[src/tgd_pkg.sv]
// Shared types and constants for the touch gesture detector.
// Used by tgd_step and touch_gesture_detector; depends on nothing else.
package tgd_pkg;

    // Action codes carried in each result.
    localparam logic [2:0] ACT_NONE         = 3'd0;
    localparam logic [2:0] ACT_SLEEP        = 3'd1;
    localparam logic [2:0] ACT_STANDBY      = 3'd2;
    localparam logic [2:0] ACT_STOP_SLEEP   = 3'd3;
    localparam logic [2:0] ACT_STOP_STANDBY = 3'd4;
    localparam logic [2:0] ACT_START        = 3'd5;

    // Configuration register indexes.
    localparam int unsigned CFG_IDX_W = 3;
    localparam logic [CFG_IDX_W-1:0] CFG_DEBOUNCE   = 3'd0;
    localparam logic [CFG_IDX_W-1:0] CFG_TAP_MIN    = 3'd1;
    localparam logic [CFG_IDX_W-1:0] CFG_TAP_MAX    = 3'd2;
    localparam logic [CFG_IDX_W-1:0] CFG_DTAP_GAP   = 3'd3;
    localparam logic [CFG_IDX_W-1:0] CFG_SLEEP_HOLD = 3'd4;
    localparam logic [CFG_IDX_W-1:0] CFG_LOCKOUT    = 3'd5;

    // Reset values of the configuration registers, in milliseconds.
    localparam logic [15:0] RST_DEBOUNCE   = 16'd25;
    localparam logic [15:0] RST_TAP_MIN    = 16'd60;
    localparam logic [15:0] RST_TAP_MAX    = 16'd500;
    localparam logic [15:0] RST_DTAP_GAP   = 16'd550;
    localparam logic [15:0] RST_SLEEP_HOLD = 16'd4000;
    localparam logic [15:0] RST_LOCKOUT    = 16'd250;

    localparam int unsigned IN_TDATA_W  = 40;
    localparam int unsigned OUT_TDATA_W = 8;

    typedef struct packed {
        logic [15:0] debounce_ms;
        logic [15:0] tap_min_ms;
        logic [15:0] tap_max_ms;
        logic [15:0] double_tap_gap_ms;
        logic [15:0] sleep_hold_ms;
        logic [15:0] lockout_ms;
    } cfg_t;

    typedef struct packed {
        logic [31:0] now_ms;
        logic        touch_raw;
        logic        link_connected;
        logic        stream_active;
        logic        standby_active;
        logic        update_busy;
        logic        sleep_requested;
    } item_t;

    typedef struct packed {
        logic [2:0] action;
        logic       touch_stable;
    } result_t;

    typedef struct packed {
        logic [31:0] rearm_time;
        logic        prev_connected;
        logic        prev_streaming;
        logic        prev_standby;
        logic        standby_after_stop;
        logic        sleep_after_stop;
        logic        tap_pending;
        logic [31:0] last_tap_time;
        logic [31:0] press_time;
        logic        raw_level;
        logic        stable_level;
        logic [31:0] raw_change_time;
    } state_t;

endpackage

[src/tgd_step.sv]
// Combinational step of the gesture detector: debounce, lockout, press
// classification, double tap pairing and deferred sleep or standby.
// Depends on tgd_pkg for the item, state, configuration and action types.
module tgd_step (
    input  tgd_pkg::cfg_t    cfg,
    input  tgd_pkg::item_t   item,
    input  tgd_pkg::state_t  state_cur,
    output tgd_pkg::state_t  state_nxt,
    output tgd_pkg::result_t result
);

    always_comb
    begin
        tgd_pkg::state_t st;
        logic [2:0]      act;
        logic [31:0]     held;
        logic            busy;
        logic            strm;
        logic            touched;

        st      = state_cur;
        act     = tgd_pkg::ACT_NONE;
        held    = '0;
        busy    = item.update_busy;
        strm    = item.stream_active;
        touched = item.touch_raw;

        if (busy || item.sleep_requested)
        begin
            st.press_time         = '0;
            st.tap_pending        = 1'b0;
            st.last_tap_time      = '0;
            st.sleep_after_stop   = 1'b0;
            st.standby_after_stop = 1'b0;
        end

        if (st.sleep_after_stop && !strm && !touched && !busy)
        begin
            st.sleep_after_stop = 1'b0;
            act = tgd_pkg::ACT_SLEEP;
        end
        else if (st.standby_after_stop && !strm && !touched && !busy)
        begin
            st.standby_after_stop = 1'b0;
            act = tgd_pkg::ACT_STANDBY;
        end
        else
        begin
            // A change of the link, stream or standby flag restarts the lockout.
            if (item.link_connected != st.prev_connected ||
                strm != st.prev_streaming ||
                item.standby_active != st.prev_standby)
            begin
                st.prev_connected = item.link_connected;
                st.prev_streaming = strm;
                st.prev_standby   = item.standby_active;
                st.rearm_time     = item.now_ms + {16'd0, cfg.lockout_ms};
                st.press_time     = '0;
                st.tap_pending    = 1'b0;
                st.last_tap_time  = '0;
            end

            if (st.tap_pending && st.last_tap_time != '0 &&
                (item.now_ms - st.last_tap_time) > {16'd0, cfg.double_tap_gap_ms})
            begin
                st.tap_pending   = 1'b0;
                st.last_tap_time = '0;
            end

            if (touched != st.raw_level)
            begin
                st.raw_level       = touched;
                st.raw_change_time = item.now_ms;
            end

            if (touched != st.stable_level &&
                (item.now_ms - st.raw_change_time) >= {16'd0, cfg.debounce_ms})
            begin
                st.stable_level = touched;
                if (touched)
                begin
                    // Bit 31 of the difference set means the lockout has not yet run out.
                    held = item.now_ms - st.rearm_time;
                    if (busy || item.sleep_requested || held[31])
                    begin
                        st.press_time    = '0;
                        st.tap_pending   = 1'b0;
                        st.last_tap_time = '0;
                    end
                    else
                    begin
                        st.press_time = item.now_ms;
                    end
                end
                else
                begin
                    held = (st.press_time != '0) ? (item.now_ms - st.press_time) : '0;
                    st.press_time = '0;
                    if (held == '0 || busy)
                    begin
                        st.tap_pending   = 1'b0;
                        st.last_tap_time = '0;
                    end
                    else if (held >= {16'd0, cfg.sleep_hold_ms})
                    begin
                        st.tap_pending   = 1'b0;
                        st.last_tap_time = '0;
                        st.rearm_time    = item.now_ms + {16'd0, cfg.lockout_ms};
                        if (strm)
                        begin
                            st.sleep_after_stop = 1'b1;
                            act = tgd_pkg::ACT_STOP_SLEEP;
                        end
                        else
                        begin
                            act = tgd_pkg::ACT_SLEEP;
                        end
                    end
                    else if (held < {16'd0, cfg.tap_min_ms} ||
                             held > {16'd0, cfg.tap_max_ms})
                    begin
                        st.tap_pending   = 1'b0;
                        st.last_tap_time = '0;
                    end
                    else if (!st.tap_pending || st.last_tap_time == '0 ||
                             (item.now_ms - st.last_tap_time) >
                             {16'd0, cfg.double_tap_gap_ms})
                    begin
                        st.tap_pending   = 1'b1;
                        st.last_tap_time = item.now_ms;
                    end
                    else
                    begin
                        st.tap_pending   = 1'b0;
                        st.last_tap_time = '0;
                        st.rearm_time    = item.now_ms + {16'd0, cfg.lockout_ms};
                        if (strm)
                        begin
                            st.standby_after_stop = 1'b1;
                            act = tgd_pkg::ACT_STOP_STANDBY;
                        end
                        else if (item.link_connected)
                        begin
                            act = tgd_pkg::ACT_START;
                        end
                    end
                end
            end
        end

        state_nxt           = st;
        result.action       = act;
        result.touch_stable = st.stable_level;
    end

endmodule

[src/touch_gesture_detector.sv]
// Touch gesture detector: one action code and the debounced level per poll request.
// A request is held in the input register, then its result in the result register, which
// keeps it until m_axis_tready. Throughput: one request per cycle while m_axis_tready is
// high, set by the combinational step logic between the two registers. Reset is
// asynchronous, active low: the step state and both valid flags clear to zero, and the
// configuration registers return to their default values. Depends on tgd_pkg and tgd_step.
module touch_gesture_detector (
    input  logic                                 clk,
    input  logic                                 rst_n,
    // Poll requests. tdata: now_ms[31:0], touch_raw, link_connected, stream_active,
    // standby_active, update_busy, sleep_requested, then two zero bits.
    input  logic                                 s_axis_tvalid,
    output logic                                 s_axis_tready,
    input  logic [tgd_pkg::IN_TDATA_W-1:0]       s_axis_tdata,
    // Results. tdata: action[2:0], touch_stable, then four zero bits.
    output logic                                 m_axis_tvalid,
    input  logic                                 m_axis_tready,
    output logic [tgd_pkg::OUT_TDATA_W-1:0]      m_axis_tdata,
    // Configuration writes.
    input  logic                                 cfg_we,
    input  logic [tgd_pkg::CFG_IDX_W-1:0]        cfg_index,
    input  logic [15:0]                          cfg_data
);

    tgd_pkg::cfg_t    cfg_reg;
    tgd_pkg::item_t   in_item_reg;
    logic             in_valid_reg;
    tgd_pkg::state_t  state_reg;
    tgd_pkg::state_t  state_next;
    tgd_pkg::result_t out_result_reg;
    tgd_pkg::result_t result_next;
    logic             out_valid_reg;
    logic             advance;
    tgd_pkg::item_t   in_item;

    assign in_item.now_ms          = s_axis_tdata[31:0];
    assign in_item.touch_raw       = s_axis_tdata[32];
    assign in_item.link_connected  = s_axis_tdata[33];
    assign in_item.stream_active   = s_axis_tdata[34];
    assign in_item.standby_active  = s_axis_tdata[35];
    assign in_item.update_busy     = s_axis_tdata[36];
    assign in_item.sleep_requested = s_axis_tdata[37];

    // The held item moves on whenever the result register is free or being emptied.
    assign advance       = in_valid_reg && (!out_valid_reg || m_axis_tready);
    assign s_axis_tready = !in_valid_reg || advance;

    always_ff @(posedge clk or negedge rst_n)
    begin
        if (!rst_n)
        begin
            cfg_reg.debounce_ms       <= tgd_pkg::RST_DEBOUNCE;
            cfg_reg.tap_min_ms        <= tgd_pkg::RST_TAP_MIN;
            cfg_reg.tap_max_ms        <= tgd_pkg::RST_TAP_MAX;
            cfg_reg.double_tap_gap_ms <= tgd_pkg::RST_DTAP_GAP;
            cfg_reg.sleep_hold_ms     <= tgd_pkg::RST_SLEEP_HOLD;
            cfg_reg.lockout_ms        <= tgd_pkg::RST_LOCKOUT;
        end
        else if (cfg_we)
        begin
            unique case (cfg_index)
                tgd_pkg::CFG_DEBOUNCE:   cfg_reg.debounce_ms       <= cfg_data;
                tgd_pkg::CFG_TAP_MIN:    cfg_reg.tap_min_ms        <= cfg_data;
                tgd_pkg::CFG_TAP_MAX:    cfg_reg.tap_max_ms        <= cfg_data;
                tgd_pkg::CFG_DTAP_GAP:   cfg_reg.double_tap_gap_ms <= cfg_data;
                tgd_pkg::CFG_SLEEP_HOLD: cfg_reg.sleep_hold_ms     <= cfg_data;
                tgd_pkg::CFG_LOCKOUT:    cfg_reg.lockout_ms        <= cfg_data;
                default: ;
            endcase
        end
    end

    always_ff @(posedge clk or negedge rst_n)
    begin
        if (!rst_n)
        begin
            in_valid_reg <= 1'b0;
        end
        else if (s_axis_tready)
        begin
            in_valid_reg <= s_axis_tvalid;
        end
    end

    always_ff @(posedge clk)
    begin
        if (s_axis_tvalid && s_axis_tready)
        begin
            in_item_reg <= in_item;
        end
    end

    tgd_step u_step (
        .cfg       (cfg_reg),
        .item      (in_item_reg),
        .state_cur (state_reg),
        .state_nxt (state_next),
        .result    (result_next)
    );

    always_ff @(posedge clk or negedge rst_n)
    begin
        if (!rst_n)
        begin
            state_reg     <= '0;
            out_valid_reg <= 1'b0;
        end
        else
        begin
            if (advance)
            begin
                state_reg <= state_next;
            end
            if (advance)
            begin
                out_valid_reg <= 1'b1;
            end
            else if (m_axis_tready)
            begin
                out_valid_reg <= 1'b0;
            end
        end
    end

    always_ff @(posedge clk)
    begin
        if (advance)
        begin
            out_result_reg <= result_next;
        end
    end

    assign m_axis_tvalid = out_valid_reg;
    assign m_axis_tdata  = {4'd0, out_result_reg.touch_stable, out_result_reg.action};

endmodule
[config.mk]
export PLATFORM = sky130hd
export DESIGN_NAME = touch_gesture_detector
export DESIGN_NICKNAME = d
export VERILOG_FILES = /design/src/tgd_pkg.sv /design/src/tgd_step.sv /design/src/touch_gesture_detector.sv
export SDC_FILE = /design/constraint.sdc
export NUM_CORES = 1
export LEC_CHECK = 0
export BUFFER_PORTS_ARGS = -buffer_cell sky130_fd_sc_hd__buf_4
export CORE_MARGIN = 1.5
export CORE_UTILIZATION = 41
export CTS_BUF_LIST = sky130_fd_sc_hd__clkbuf_4 sky130_fd_sc_hd__clkbuf_8
export DETAILED_ROUTE_END_ITERATION = 8
export PLACE_DENSITY = 0.58
export SLEW_MARGIN = 20
export SYNTH_ARGS = -nofsm -noshare
export SYNTH_HDL_FRONTEND = slang
export SYNTH_SLANG_ARGS = --single-unit
[constraint.sdc]
create_clock -name clk -period 18.1 [get_ports clk]
set_input_delay 5.43 -clock clk [delete_from_list [all_inputs] [get_ports clk]]
set_output_delay 5.43 -clock clk [all_outputs]
set_load 0.03 [all_outputs]
; ---- Yosys cells after proc, flatten, opt, wreduce, memory -nomap -nowiden
; Index checks and enable logic that the tools add are counted.
[op_classes]
n_addsub = 6
n_lt_le_gt_ge = 6
eq_ne = 10
muxes = 55
bitwise_logic = 3
n_reduce_logical = 44
[op_table]
columns = op, n
row1 = 32-bit 2-to-1 mux, 11
row2 = 33-bit 2-to-1 mux, 8
row3 = 65-bit 2-to-1 mux, 4
row4 = 32-bit subtractor, 5
row5 = 67-bit 2-to-1 mux, 2
row6 = 35-bit 2-to-1 mux, 3
row7 = 100-bit 2-to-1 mux, 1
row8 = 99-bit 2-to-1 mux, 1
row9 = 32-bit by 16-bit > comparator with 1-bit output, 3
row10 = 32-bit by 16-bit greater-or-equal comparator with 1-bit output, 2
row11 = 32-bit logical NOT, 2
row12 = 32-bit nonzero test, 2
row13 = 32-bit by 16-bit adder with 32-bit output, 1
row14 = 32-bit by 16-bit < comparator with 1-bit output, 1
row15 = 3-bit 2-to-1 mux, 5
row16 = 2-bit 2-to-1 mux, 7
row17 = 1-bit 2-to-1 mux, 13
row18 = 2-bit AND reduction, 6
row19 = 1-bit logical AND, 11
row20 = 1-bit logical OR, 10
row21 = 4-bit AND reduction, 2
row22 = 3-bit by 2-bit == test with 1-bit output (second input constant), 2
row23 = 3-bit == test (second input constant), 2
row24 = 1-bit logical NOT, 6
row25 = other kinds (8), 14
[word_totals]
register_bits = 276
input_bits = 64
out_inout_bits = 10

; ---- Longest topological paths before layout
; Gate-level depths: netlist (run 1).
[logic_depth]
word_depth = 24
mapped_depth = 49
mapped_depth_nobuf = 47

; ---- By module
; A second synthesis (run 1) with hierarchy kept.
[unflattened]
cells_unflattened = 2597
area_unflattened_um2 = 24494.7
[modules_own_cells]
columns = mod, n_inst, cells_per_inst, area_per_inst_um2, seq_area_each_um2
row1 = tgd_step, 1, 2046, 14382.5, 0.0
row2 = touch_gesture_detector, 1, 551, 10112.2, 7153.1

; ---- Worst setup path after synthesis (run 1)
; No wires, ideal clock.
[synth_path]
kind = input -> output
start = input port m_axis_tready
end = output port s_axis_tready
t_arrival_ns = 5.776
t_required_ns = 12.670
setup_slack_ns = 6.894
path_stages = 1
path_buffers = 0
path_cell_list = nand3b_1
[synth_via]
elab_chain_cells = 3
[synth_lines]
columns = element, line
row1 = start: declaration, touch_gesture_detector.sv:17  ; input logic m_axis_tready,
row2 = 1-bit logical OR, touch_gesture_detector.sv:45  ; assign advance = in_valid_reg && (!out_valid_reg || m_axis_tready);
row3 = 1-bit logical AND, touch_gesture_detector.sv:45
row4 = 1-bit logical OR, touch_gesture_detector.sv:46  ; assign s_axis_tready = !in_valid_reg || advance;
row5 = end: declaration, touch_gesture_detector.sv:13  ; output logic s_axis_tready,
; Every way passes these cells.

; ---- Final worst setup path (run 1)
[layout_path]
start = register in_item_reg[3] (netlist name)
end = register state_reg[72] (netlist name)
[layout_via]
elab_chain_cells = 23
word_cells_on_any_way = 50
[layout_lines]
columns = element, line
row1 = start: declaration, touch_gesture_detector.sv:26  ; tgd_pkg::item_t in_item_reg;
row2 = start signal: assignment, touch_gesture_detector.sv:89  ; in_item_reg <= in_item;
row3 = 1-bit != test, tgd_step.sv:51  ; strm != st.prev_streaming ||
row4 = 1-bit logical OR, tgd_step.sv:50  ; if (item.link_connected != st.prev_connected ||
row5 = 1-bit logical OR, tgd_step.sv:51
row6 = 65-bit 2-to-1 mux, tgd_step.sv:50
row7 = 65-bit 2-to-1 mux, tgd_step.sv:42  ; else if (st.standby_after_stop && !strm && !touched && !busy)
row8 = 65-bit 2-to-1 mux, tgd_step.sv:37  ; if (st.sleep_after_stop && !strm && !touched && !busy)
row9 = 32-bit subtractor / 32-bit nonzero test (equally long branches), "tgd_step.sv:64, tgd_step.sv:63"
row10 = 32-bit by 16-bit > comparator with 1-bit output / 1-bit logical AND (equally long branches), "tgd_step.sv:64, tgd_step.sv:63"
row11 = (+7 left out), -
row12 = 33-bit 2-to-1 mux, tgd_step.sv:125  ; else if (!st.tap_pending || st.last_tap_time == '0 ||
row13 = 33-bit 2-to-1 mux, tgd_step.sv:119  ; else if (held < {16'd0, cfg.tap_min_ms} ||
row14 = 33-bit 2-to-1 mux, tgd_step.sv:104  ; else if (held >= {16'd0, cfg.sleep_hold_ms})
row15 = 33-bit 2-to-1 mux, tgd_step.sv:99  ; if (held == '0 || busy)
row16 = 65-bit 2-to-1 mux, tgd_step.sv:80  ; if (touched)
row17 = 67-bit 2-to-1 mux, tgd_step.sv:76  ; if (touched != st.stable_level &&
row18 = 100-bit 2-to-1 mux, tgd_step.sv:42
row19 = 99-bit 2-to-1 mux (*), tgd_step.sv:37
row20 = end signal: assignment, touch_gesture_detector.sv:112  ; state_reg <= state_next;
row21 = end: declaration, touch_gesture_detector.sv:28  ; tgd_pkg::state_t state_reg;
; Mark *: on every way between the ends. The rest lies on a longest branch, timed or not. The select of a mux whose other input is x is not followed.
; A chain may end at the register's enable or synchronous reset.

==> results of run 1 <==
==> worst max-delay path, delay by kind of cell, from the launching register on <==
| kind | cells | cell delay, ns |
|---|---|---|
| buffers and inverters | 4 | 1.52 |
| adder cells (fa/ha/maj) | 5 | 1.63 |
| AND/OR/NAND/NOR | 22 | 5.55 |
| XOR/XNOR | 2 | 0.40 |
| AO/OA/AOI/OAI | 16 | 3.40 |
| flip-flops | 1 | 0.54 |
==> Yosys cell counts (10+ instances only) <==
library cell  instances
a2111oi_0            14
a211oi_1             28
a21o_1               66
a21oi_1             195
a22o_1               34
a31oi_1              17
and2_1               11
and3_1               19
buf_1                12
buf_2                27
clkbuf_1             55
dfrtp_1             205
dfstp_2              29
edfxtp_1             42
ha_1                269
inv_1               183
mux2_2               43
mux2_4               29
mux2i_1              40
nand2_1             328
nand2b_1             21
nand3_1              61
nand4_1              53
nor2_1              161
nor2b_1              24
nor3_1               37
nor4_1               32
o2111ai_1            11
o211ai_1             33
o21a_1               42
o21ai_0             203
o21bai_1             10
o22ai_1              41
o31ai_1              11
or3_1                14
xnor2_1              72
xor2_1               40
==> layout make-up <==
type | instances | area [sq um]
Clock buffer | 78 | 992
Timing Repair Buffer | 111 | 845
Multi-Input combinational cell | 2122 | 15000
Fill cell | 5498 | 30400
Clock inverter | 13 | 155
Inverter | 183 | 687
Tap cell | 756 | 946
Sequential cell | 276 | 7150
Antenna cell | 1 | 2.50
==> cells in the final DEF (no fill, tap or decap), drive strengths merged, types with 8 or more instances in the layout <==
| master | n |
|---|---|
| ha | 269 |
| a211oi | 30 |
| nand4 | 53 |
| a21oi | 197 |
| clkbuf | 78 |
| o31ai | 12 |
| edfxtp | 42 |
| o21bai | 10 |
| a21boi | 9 |
| nor2b | 24 |
| and3 | 19 |
| o22ai | 41 |
| a21o | 66 |
| or3 | 14 |
| xor2 | 40 |
| nor4 | 35 |
| inv | 185 |
| nand2b | 21 |
| mux2i | 40 |
| nand3 | 61 |
| a2111oi | 17 |
| a31oi | 17 |
| o21ai | 211 |
| and2 | 11 |
| o21a | 42 |
| nor3 | 38 |
| nand2 | 328 |
| a22o | 34 |
| dfstp | 29 |
| o211ai | 37 |
| mux2 | 72 |
| buf | 111 |
| dfrtp | 205 |
| or4 | 8 |
| xnor2 | 72 |
| o2111ai | 11 |
| nor2 | 161 |
==> worst min path at each step <==
stage                                   start                        end  cells after the start
detailed placement   state_reg[8]$_DFFE_PN0P_   state_reg[8]$_DFFE_PN0P_                      2
finish              state_reg[19]$_DFFE_PN0P_  state_reg[19]$_DFFE_PN0P_                      2
floorplan           state_reg[10]$_DFFE_PN0P_  state_reg[10]$_DFFE_PN0P_                      2
CTS                 state_reg[24]$_DFFE_PN0P_  state_reg[24]$_DFFE_PN0P_                      2
global placement    state_reg[14]$_DFFE_PN0P_  state_reg[14]$_DFFE_PN0P_                      2
global route        state_reg[24]$_DFFE_PN0P_  state_reg[24]$_DFFE_PN0P_                      2
==> report_power, final <==
part | internal [mW] | switching (mW)
clock | 0.393 | 0.282
combinational | 0.416 | 0.586
sequential | 0.751 | 0.0547
total | 1.56 | 0.923
==> per-stage QoR <==
stage	power [mW]	utilization, %
final	2.48	45.9
after CTS	2.50	45.9
after global routing	2.65	45.9
after floorplan	1.54	-
after detailed placement	1.81	43.8
after global placement	1.78	43.8
==> cells by family (layout without fill, tap and decap cells) <==
group	after synthesis	count (layout)	synth area share [%]
flip-flops	276	276	30.8
AND/OR/NAND/NOR	818	818	16.9
AO/OA/AOI/OAI	801	801	22.3
other	1	5	0.0161
buffers and inverters	287	385	5.08
adder cells (fa/ha/maj)	274	274	14.9
multiplexers	112	112	5.68
XOR/XNOR	113	113	4.32
==> routing by layer <==
metal,GRT usage [%],vias up
met1,33.7,9871
met5,0,-
met4,8.03,0
li1,-,9975
met3,3.34,113
met2,41.0,541
==> summary.md, run 1 <==
| Metric | Value |
|---|---|
| Post-synthesis cell count | roughly 2700 |
| Clk_lat worst skew | approximately 0.64 ns |
| Top cell by count, worst path | nor2_1 |
| Slew @ Worst Pin | 1.03 ns |
| Routed length on met3 | 3.60 mm |
| Leakage | between 10 and 15 nW |
| TritonCTS clock tree | built |
| ANT nets after route | 0 |
| Slew Limit Fails | 0 |
| Max-Cap Viols | 0 |
| Critical Path Sink | state_reg[72]$_DFFE_PN0P_ |
| Hold_buf cts | 0 |
| Clock root cell | clkbuf_8 |
| H-tree levels | 2 |
| Peak Freq | approximately 76 MHz |
| Die X-Extent | roughly 240 microns |
| Synth-to-layout area growth | 10.9% |
| Drt total wl | between 70 and 80 mm |
| Met2 Wirelength | between 30 and 40 mm |
| # IOs | 74 |
| Top FF cell, synth | dfrtp_1 |
| Post-synth EDFFs | 42 |
| Grt total ovfl | 0 |
| Die area | 58100 sq um |
| R2r endpoint | state_reg[72]$_DFFE_PN0P_ |
| Ys Warns | 0 |
| Max Root-Sink Buffers | 3 |
| Wire length on met1 | ~33 mm |
| Cell area after synthesis | 23200 sq um |
| Vias per cell | 5.79 |
| Vias in the first global route | ~20000 |
| Required time of the critical path | ~19 ns |
| First-pass GRT wire length | around 110 mm |
| Worst clock skew | 0.0293 ns |
| Syn Area/Cell | 8.66 sq um |
| Nets | ~3000 |
| Synth top area cells | dfrtp_1 22%, ha_1 14%, edfxtp_1 5.4%, nand2_1 5.3%, o21ai_0 4.4% |
| Worst IR Drop VDD | between 0.07 and 0.08 mV |
| Setup TNS Final | 0 ns |
| HPWL reported at the end of detailed placement | between 50 and 60 mm |
| Post-CTS Resized | 0 |
| Core Rows | 87 |
| RSZ-0062 raised after global routing | no |
| Remaining DRCs | 0 |
| GRT Util Overall | approximately 25% |
| Count of unique library cells instantiated by Yosys | 96 |
| Critical Path Fanout Max | 34 |
| Outcome | finished clean |
| Final GP Congestion | ~0.94 |
| Slowest CP cell | nand4_1 |
| TritonRoute pass-1 iters | 5 |
| 1st-iter DRT viols | ~1400 |
| Ys async rst share | between 80% and 90% |
| Clk sinks | approximately 280 |
| Starting Density | 41.4% |
| Die extent in y | about 240 microns |
| PD cells | between 90 and 100 nW/um^2 |
| Final worst path period share | around 73% |
| Critical Path End Type | register |
| RR Startpoint | in_item_reg[3]$_DFFE_PP_ |
| Crit path from | in_item_reg[3]$_DFFE_PP_ |
| Flop-to-flop setup slack | 4.88 ns |
| Area after DPL | around 25000 sq um |
| Sequential element share of the synthesized area | between 30% and 40% |
| Share of layout cells above drive strength 1 | approximately an eighth |
| Largest net degree at the start of global routing | 85 |
| Post-route cell area | ~26000 sq um |
| DR WL/cell | ~21 microns |
| DR top layer | met4 |
| Post-Place Setup Slack | between 4 and 5 ns |
| Post-synth top area share | approximately 22% |
| Final setup viols | 0 |
| Worst reg2reg path depth | 49 |
| Dpl cells | roughly 3400 |
| I/O Buffers | 67 |
| Post-synth top area cell | dfrtp_1 |
| Post-CTS Setup Repair Bufs | 0 |
| Critical Path Source Type | register |
| Num CTS Buffers | 50 |
| Synth Register Bits | 276 |
| DR vias | around 20000 |
| Core area | 56200 sq um |
| WS Path Type | reg2reg |
| Initial antenna violation count | 3 |
| Time the worst path needs with I/O delays and setup | between 10 and 15 ns |
| Delay of the slowest cell on the worst path | roughly 0.59 ns |
| Worst setup margin | 4.88 ns |
| Worst hold margin | between 0.4 and 0.5 ns |
| Final hold violation count | 0 |
| Crit path DAT | 13.71 ns |
| Max_slew headroom | roughly a third |
| Clock transition at path regs | roughly 0.060 ns |
| Number of flip-flops in the largest register | around 140 |
| Final Non-Filler Cells | between 3000 and 4000 |
| Worst hold path class | reg2reg |
(Power assumes the default switching activity.)
==> run 2: changes to the inputs <==
==> constraint.sdc (replaced) <==
create_clock -name clk -period 13.4 [get_ports clk]
set_input_delay 4.02 -clock clk [delete_from_list [all_inputs] [get_ports clk]]
set_output_delay 4.02 -clock clk [all_outputs]
set_load 0.03 [all_outputs]
==> summary.md, run 2 (same netlist as run 1, synthesis figures left out) <==
| Metric | Value |
|---|---|
| Outcome | finished clean |
| Vias in the first global route | 20200 (+2.2%) |
| Grt total ovfl | 0 (unchanged) |
| Worst hold path class | reg2reg |
| Critical Path End Type | register |
| WS Path Type | reg2reg |
| Setup TNS Final | 0 ns (unchanged) |
| Clock root cell | clkbuf_8 |
| Die extent in y | 241 microns (unchanged) |
| Final GP Congestion | 0.932 (-1.1%) |
| Remaining DRCs | 0 (unchanged) |
| Flip-flop and latch area | 7150 sq um (unchanged) |
| DR WL/cell | 20.5 microns (about the same) |
| Critical path buffers and inverters | 2 (-2) |
| Num CTS Buffers | 50 (unchanged) |
| TritonRoute pass-1 iters | 5 (unchanged) |
| HPWL reported at the end of detailed placement | 56.0 mm (+1.4%) |
| Die area | 58100 sq um (unchanged) |
| First-pass GRT wire length | 114 mm (+1.5%) |
| Drt total wl | 73.0 mm (+0.34%) |
| Initial antenna violation count | 4 (+1) |
| Footprint of the multi-input gates | 15000 sq um (about the same) |
| DR vias | 20700 (+0.89%) |
| Core area | 56200 sq um (unchanged) |
| Nets | 3091 (+0.29%) |
| Crit-path leading delay family | compound AO/OA/AOI/OAI gates |
| Synth-to-layout area growth | 11.3% |
| Post-CTS Setup Repair Bufs | 0 (unchanged) |
| Peak Freq | 80.4 MHz (+6.3%) |
| ANT nets after route | 0 (unchanged) |
| Required time of the critical path | 13.91 ns (-4.68 ns) |
| Largest net degree at the start of global routing | 92 (+8.2%) |
| Final hold violation count | 0 (unchanged) |
| TritonCTS clock tree | built |
| Final Non-Filler Cells | 3552 (+0.34%) |
| Worst IR Drop VDD | 0.0926 mV (+28%) |
| Slew @ Worst Pin | 1.14 ns (+0.109 ns) |
| GRT Util Overall | 25.3% (+0.38 points) |
| Hold_buf cts | 0 (unchanged) |
| Share of layout cells above drive strength 1 | 12.8% (+0.34 points) |
| Slew Limit Fails | 0 (unchanged) |
| Worst clock skew | 0.0227 ns (-0.00653 ns) |
| Time the worst path needs with I/O delays and setup | 12.44 ns (-0.779 ns) |
| Core Rows | 87 (unchanged) |
| Clk_lat worst skew | 0.64 ns (about the same) |
| Final worst path period share | 92.9% (+20 points) |
| Clock transition at path regs | 0.06 ns (about the same) |
| 1st-iter DRT viols | 1525 (+6.4%) |
| H-tree levels | 2 (unchanged) |
| Max-Cap Viols | 0 (unchanged) |
| Vias per cell | 5.82 (+0.55%) |
| Max Root-Sink Buffers | 3 (unchanged) |
| Fillers | 5605 (+1.9%) |
| Critical Path Fanout Max | 17 (-50%) |
| Most frequent cells in the layout | 327 x nand2_1, 269 x ha_1, 205 x dfrtp_1, 203 x o21ai_0, 195 x a21oi_1 |
| # IOs | 74 (unchanged) |
| Most common cell after layout, fill and taps aside | nand2_1 |
| Crit path DAT | 12.96 ns (-0.75 ns) |
| Slowest CP cell | nor4_1 |
| Die X-Extent | 241 microns (unchanged) |
| Post-CTS Resized | 0 (unchanged) |
| Number of flip-flops in the largest register | 136 (unchanged) |
| PD cells | 130 nW/um^2 (+35%) |
| I/O Buffers | 67 (unchanged) |
| Final setup viols | 0 (unchanged) |
| Top cell by count, worst path | ha_1 |
| Clk sinks | 276 (unchanged) |
| Max_slew headroom | 23.4% (-8.0 points) |
| Delay of the slowest cell on the worst path | 0.63 ns (+0.04 ns) |
| Leakage | 11.4 nW (+0.61%) |
| RSZ-0062 raised after global routing | no |
| Dpl cells | 3457 (+0.26%) |
| Starting Density | 41.4% (unchanged) |
| Critical Path Source Type | register |
-- run 2: cell count changes in the layout (fill, tap and decap cells not counted), moves of 2 or more --
cell / delta
buf_12: +2
buf_4: +8
clkbuf_4: +5
clkinv_1: -2
-- run 2: per-stage QoR --
step / hold slack, ns / utilization [%] / cell area [sq um] / power, mW / setup WS (ns)
floorplan: 0.450 / - / 23200 / 2.08 / 3.99
global placement: 0.462 / 44.0 / 24700 / 2.40 / 1.24
detailed placement: 0.471 / 44.0 / 24700 / 2.44 / 1.20
CTS: 0.484 / 46.1 / 25900 / 3.39 / 1.14
global route: 0.503 / 46.1 / 25900 / 3.60 / 0.289
finish: 0.479 / 46.1 / 25900 / 3.37 / 0.958
-- run 2: worst register-to-register path, delay by kind of cell (launching register included) --
family | cells | cell delay (ns)
xor gates and xnor gates | 2 | 0.55
AOI/OAI and AO/OA | 19 | 4.73
and+or+nand+nor | 17 | 4.45
adders and majority gates | 4 | 1.25
buffers and inverters | 2 | 0.54
DFF | 1 | 0.48
muxes | 1 | 0.33
-- run 2: area by class of cell --
| type | count | area share, % |
|---|---|---|
| timing repair buffer | 120 | 3.61 |
| tap | 756 | 3.66 |
| clock inverter | 11 | 0.547 |
| inverter | 183 | 2.66 |
| clock buffer | 83 | 3.98 |
| sequential | 276 | 27.6 |
| multi-input combinational | 2122 | 57.9 |
| antenna | 1 | 0.00967 |
-- run 2: worst paths after layout --
path                                                start                    endpoint  slack (ns)  cells past startpoint
worst max register to register   in_item_reg[2]$_DFFE_PP_  state_reg[117]$_DFFE_PN0P_        0.96                     45
worst min register to register  state_reg[20]$_DFFE_PN0P_   state_reg[20]$_DFFE_PN0P_        0.48                      2
min in group asynchronous                           rst_n  state_reg[130]$_DFFE_PN0P_        3.34                      1
worst min-delay path            state_reg[20]$_DFFE_PN0P_   state_reg[20]$_DFFE_PN0P_        0.48                      2
worst max-delay path             in_item_reg[2]$_DFFE_PP_  state_reg[117]$_DFFE_PN0P_        0.96                     45
max in group asynchronous                           rst_n     cfg_reg[74]$_DFFE_PN0P_        8.44                      2
-- run 2: layer usage --
layer | global-route usage, % | up-vias | routed length [microns]
met2 | 40.6 | 535 | 33300
met5 | 0 | - | 0
li1 | - | 10000 | -
met4 | 9.68 | 0 | 2700
met3 | 2.78 | 136 | 3290
met1 | 34.9 | 10000 | 33700
-- run 2: power by group --
| group | switching (mW) | internal [mW] | total (mW) |
|---|---|---|---|
| Clock | 0.386 | 0.544 | 0.930 |
| Combinational | 0.788 | 0.566 | 1.35 |
| Sequential | 0.0751 | 1.01 | 1.09 |
